**src/hw/rtl/rwz_pkg.sv**
```systemverilog
// Shared widths and constants for the rolling window z-score block.
// No dependencies; imported by every module of the block.
package rwz_pkg;

    localparam int SAMPLE_W   = 24;   // input sample
    localparam int W_W        = 7;    // window length register
    localparam int MEAN_W     = 32;
    localparam int DEV_W      = 32;
    localparam int Z_W        = 17;
    localparam int CW         = 64;   // shared compare-subtract width
    localparam int ZN_W       = 46;   // |256*x - mean| * 4096
    localparam int IN_DATA_W  = 24;   // sample, byte aligned
    localparam int OUT_DATA_W = 88;   // mean, deviation, zscore, zero pad

    localparam logic [W_W-1:0] WL_RESET = 7'd20;

endpackage

```
**src/hw/rtl/rwz_csub.sv**
```systemverilog
// Shared compare-subtract unit, reused for every divide and square root step.
// Depends on rwz_pkg.
module rwz_csub (
    input  logic [rwz_pkg::CW-1:0] a,
    input  logic [rwz_pkg::CW-1:0] b,
    output logic                   ge,
    output logic [rwz_pkg::CW-1:0] diff
);
    import rwz_pkg::*;

    logic [CW:0] wide;

    assign wide = {1'b0, a} - {1'b0, b};
    assign ge   = ~wide[CW];
    assign diff = wide[CW-1:0];

endmodule

```
**config.mk**
```make
export PLATFORM = sky130hd
export DESIGN_NAME = rwz_csub
export DESIGN_NICKNAME = d
export VERILOG_FILES = /design/src/hw/rtl/rwz_pkg.sv /design/src/hw/rtl/rwz_csub.sv
export SDC_FILE = /design/constraint.sdc
export NUM_CORES = 1
export LEC_CHECK = 0
export BUFFER_PORTS_ARGS = -buffer_cell sky130_fd_sc_hd__buf_2
export CORE_UTILIZATION = 49
export DETAILED_ROUTE_END_ITERATION = 16
export GPL_ROUTABILITY_DRIVEN = 0
export PLACE_DENSITY = 0.86
export SETUP_SLACK_MARGIN = 0.05
export SYNTH_ARGS = -nofsm -noshare
export SYNTH_HDL_FRONTEND = slang
export SYNTH_SLANG_ARGS = --single-unit
```
**constraint.sdc**
```tcl
create_clock -name vclk -period 4.1
set_input_delay 0.615 -clock vclk [all_inputs]
set_output_delay 0.615 -clock vclk [all_outputs]
set_load 0.02 [all_outputs]
```
==> flow_summary.yaml <==
status:
  outcome: "completed"
grt:
  antenna_found_initial: 0
  grt_max_degree: 11
  grtUsageTotal_pct: 28.2
  grt_pass1_wl_um: 20600
  gr-total-overflow: 0
  grt_pass1_vias: 4930
worst_setup_path:
  worst-path-buf-inv: 4
  worstPathMaxFanout: 3
  crit_family: "compound AO/OA/AOI/OAI gates"
  crit_chain: "buf_6 -> inv_2 -> ha_4 -> fa_2 -> nand2b_4 -> a21o_1 -> a31oi_4 -> o211ai_1 -> a21oi_2 -> o21ai_2 -> o41ai_2 -> buf_4 -> a21boi_4 -> o21ai_2 -> xor2_1 -> buf_4"
  critPathMaxStageDelay_ps: 360
  critPathLaunchType: "input port"
  critPathKind: "input port to primary output"
  setup.worst_path.start: "a[0]"
  cp.required_ps: 3480
  critPathSlowestCell: "fa_2"
  cp.arrival_ps: 3400
  setup.worst_path.end_class: "primary output"
logic_synthesis:
  netlist_instances: 623
  syn_area_per_cell_um2: 6.44
  ys_seq_area_share_pct: 0
  syn-num-nets: 816
  yosysUniqueCellTypes: 58
  yosysWarnings: 0
  netlist_area_um2: 4020
min_path:
  holdCritStartpoint: "b[0]"
  hold_path_class: "input port to primary output"
route:
  drc: 0
  avgRoutedWirePerCell_um: 14.1
  wl_um: 12800
  route.vias.total: 5274
  detail_route.vias_per_cell: 5.81
  drt_iter0_drc: 266
  ant_nets: 0
  firstDrtPassIters: 7
sta:
  min_period_over_period_pct: 97.8
  fmax_ghz: 0.249
  slew_headroom_pct: 66.4
  report.final.slew_viol_count: 0
  hold_viol_final: 0
  setup_tns_ps: 0
  rsz0062_at_grt: "yes"
  finalSetupViolCount: 0
  tightestPinTransition_ps: 501
  fin_crit_ps: 4010
layout:
  clock_buffers: 0
  final_core_util_pct: 67.2
  antenna-diode-count: 0
  area_delta_synth_final_pct: 30.7
  final_cells: 907
  regArea_um2: 0
  seq_cell_count: 0
  drive_above_1_share_pct: 30.7
  nets: 1000
pwr:
  p_leak_nw: 2.86
  ir_drop_uv: 143
  p_per_area_nw_per_um2: 209
die:
  die_area_um2: 8560
  placementRows: 32
  ios: 193
  initial_core_util_pct: 51.4
  die_h_um: 92.5
  fp.dieW_um: 92.5
  core-area_um2: 7810
placed_design:
  io_buffers: 193
  hpwl_um: 10700
  placed_cells: 899
run:
  maxCapViolations: 0
layout by cell type (no fill, tap or decap), drive strengths merged, types with 7 or more instances in the layout:
| master | n |
|---|---|
| ha | 64 |
| nor2b | 7 |
| nand2 | 56 |
| nand4 | 25 |
| nand3 | 13 |
| a21o | 30 |
| inv | 82 |
| nor3 | 11 |
| xor2 | 21 |
| a21oi | 75 |
| xnor2 | 40 |
| nor2 | 42 |
| a31oi | 11 |
| o21ai | 38 |
| nand2b | 8 |
| o21bai | 11 |
| buf | 213 |
kinds of logic (layout without fill, tap and decap cells):
| group | after synthesis | count (layout) | share of synthesized area (%) |
|---|---|---|---|
| AO/OA/AOI/OAI | 205 | 205 | 33.7 |
| XOR/XNOR | 61 | 61 | 13.3 |
| AND/OR/NAND/NOR | 179 | 179 | 21.5 |
| adder cells (fa/ha/maj) | 65 | 65 | 20.4 |
| buffers and inverters | 113 | 295 | 11.0 |
final cells by class:
type,instances,area (um^2)
Multi-Input combinational cell,510,3670
Fill cell,696,2560
Inverter,82,308
Timing Repair Buffer,213,1140
Tap cell,102,128
Yosys cell counts, drive strengths merged, types with 2 or more instances:
cell type / number / area share [%]
inv: 82 / 7.7
a21oi: 75 / 9.9
ha: 64 / 20
nand2: 56 / 5.3
nor2: 42 / 3.9
xnor2: 40 / 8.7
o21ai: 38 / 5.1
a21o: 30 / 5.6
nand4: 25 / 3.9
clkbuf: 24 / 2.3
xor2: 21 / 4.6
nand3: 13 / 1.6
a31oi: 11 / 2.1
nor3: 11 / 1.7
o21bai: 11 / 2.2
nand2b: 8 / 1.2
buf: 7 / 1.0
nor2b: 7 / 1.1
and3: 6 / 0.93
a21boi: 5 / 1.1
o211ai: 5 / 0.93
o21a: 5 / 0.93
and2: 4 / 0.62
a211oi: 3 / 0.56
a221oi: 3 / 1.1
a22oi: 3 / 0.56
or4: 3 / 0.56
o2111ai: 2 / 0.44
o22ai: 2 / 0.31
o41ai: 2 / 0.62
or3: 2 / 0.31
per-layer routing:
metal | up-vias | wire length [um] | GRT usage, % | part of all wire [%]
li1 | 2559 | - | - | -
met1 | 2393 | 5200 | 34.8 | 41
met2 | 268 | 6340 | 52.0 | 50
met3 | 54 | 815 | 1.07 | 6.4
met4 | 0 | 442 | 9.11 | 3.5
met5 | - | 0 | 0 | 0
what timing repair did:
| action | in CTS | in global routing |
|---|---|---|
| buffers inserted | 1 | 7 |
| resized for setup | 2 | 25 |
| setup endpoints to repair | 3 | 17 |
| hold endpoints to repair | 0 | 0 |
| pin swaps | 2 | 15 |
| hold buffers | 0 | 0 |
final timing paths:
path,slack [ps],depth (start not counted),end
worst min-delay path,1600,4,diff[0]
worst max-delay path,90,16,diff[54]
through the flow:
stage | power (mW) | worst slack [ps] | hold WS [ps] | area [um^2]
CTS | 1.05 | 89.5 | 1600 | 5080
global placement | 1.02 | 90.7 | 1590 | 5070
finish | 1.10 | 88.4 | 1600 | 5250
detailed placement | 1.04 | -11.0 | 1600 | 5070
global route | 1.18 | -44.2 | 1610 | 5250
floorplan | 0.719 | 247 | 1410 | 4020
power breakdown:
| group | total (mW) | leakage (nW) | internal (mW) | switching [mW] |
|---|---|---|---|---|
| registers | 0 | 0 | 0 | 0 |
| logic | 1.10 | 2.86 | 0.436 | 0.660 |
| clock network | 0 | 0 | 0 | 0 |
| total | 1.10 | 2.86 | 0.436 | 0.660 |
Power figures use the tool's default switching activity.
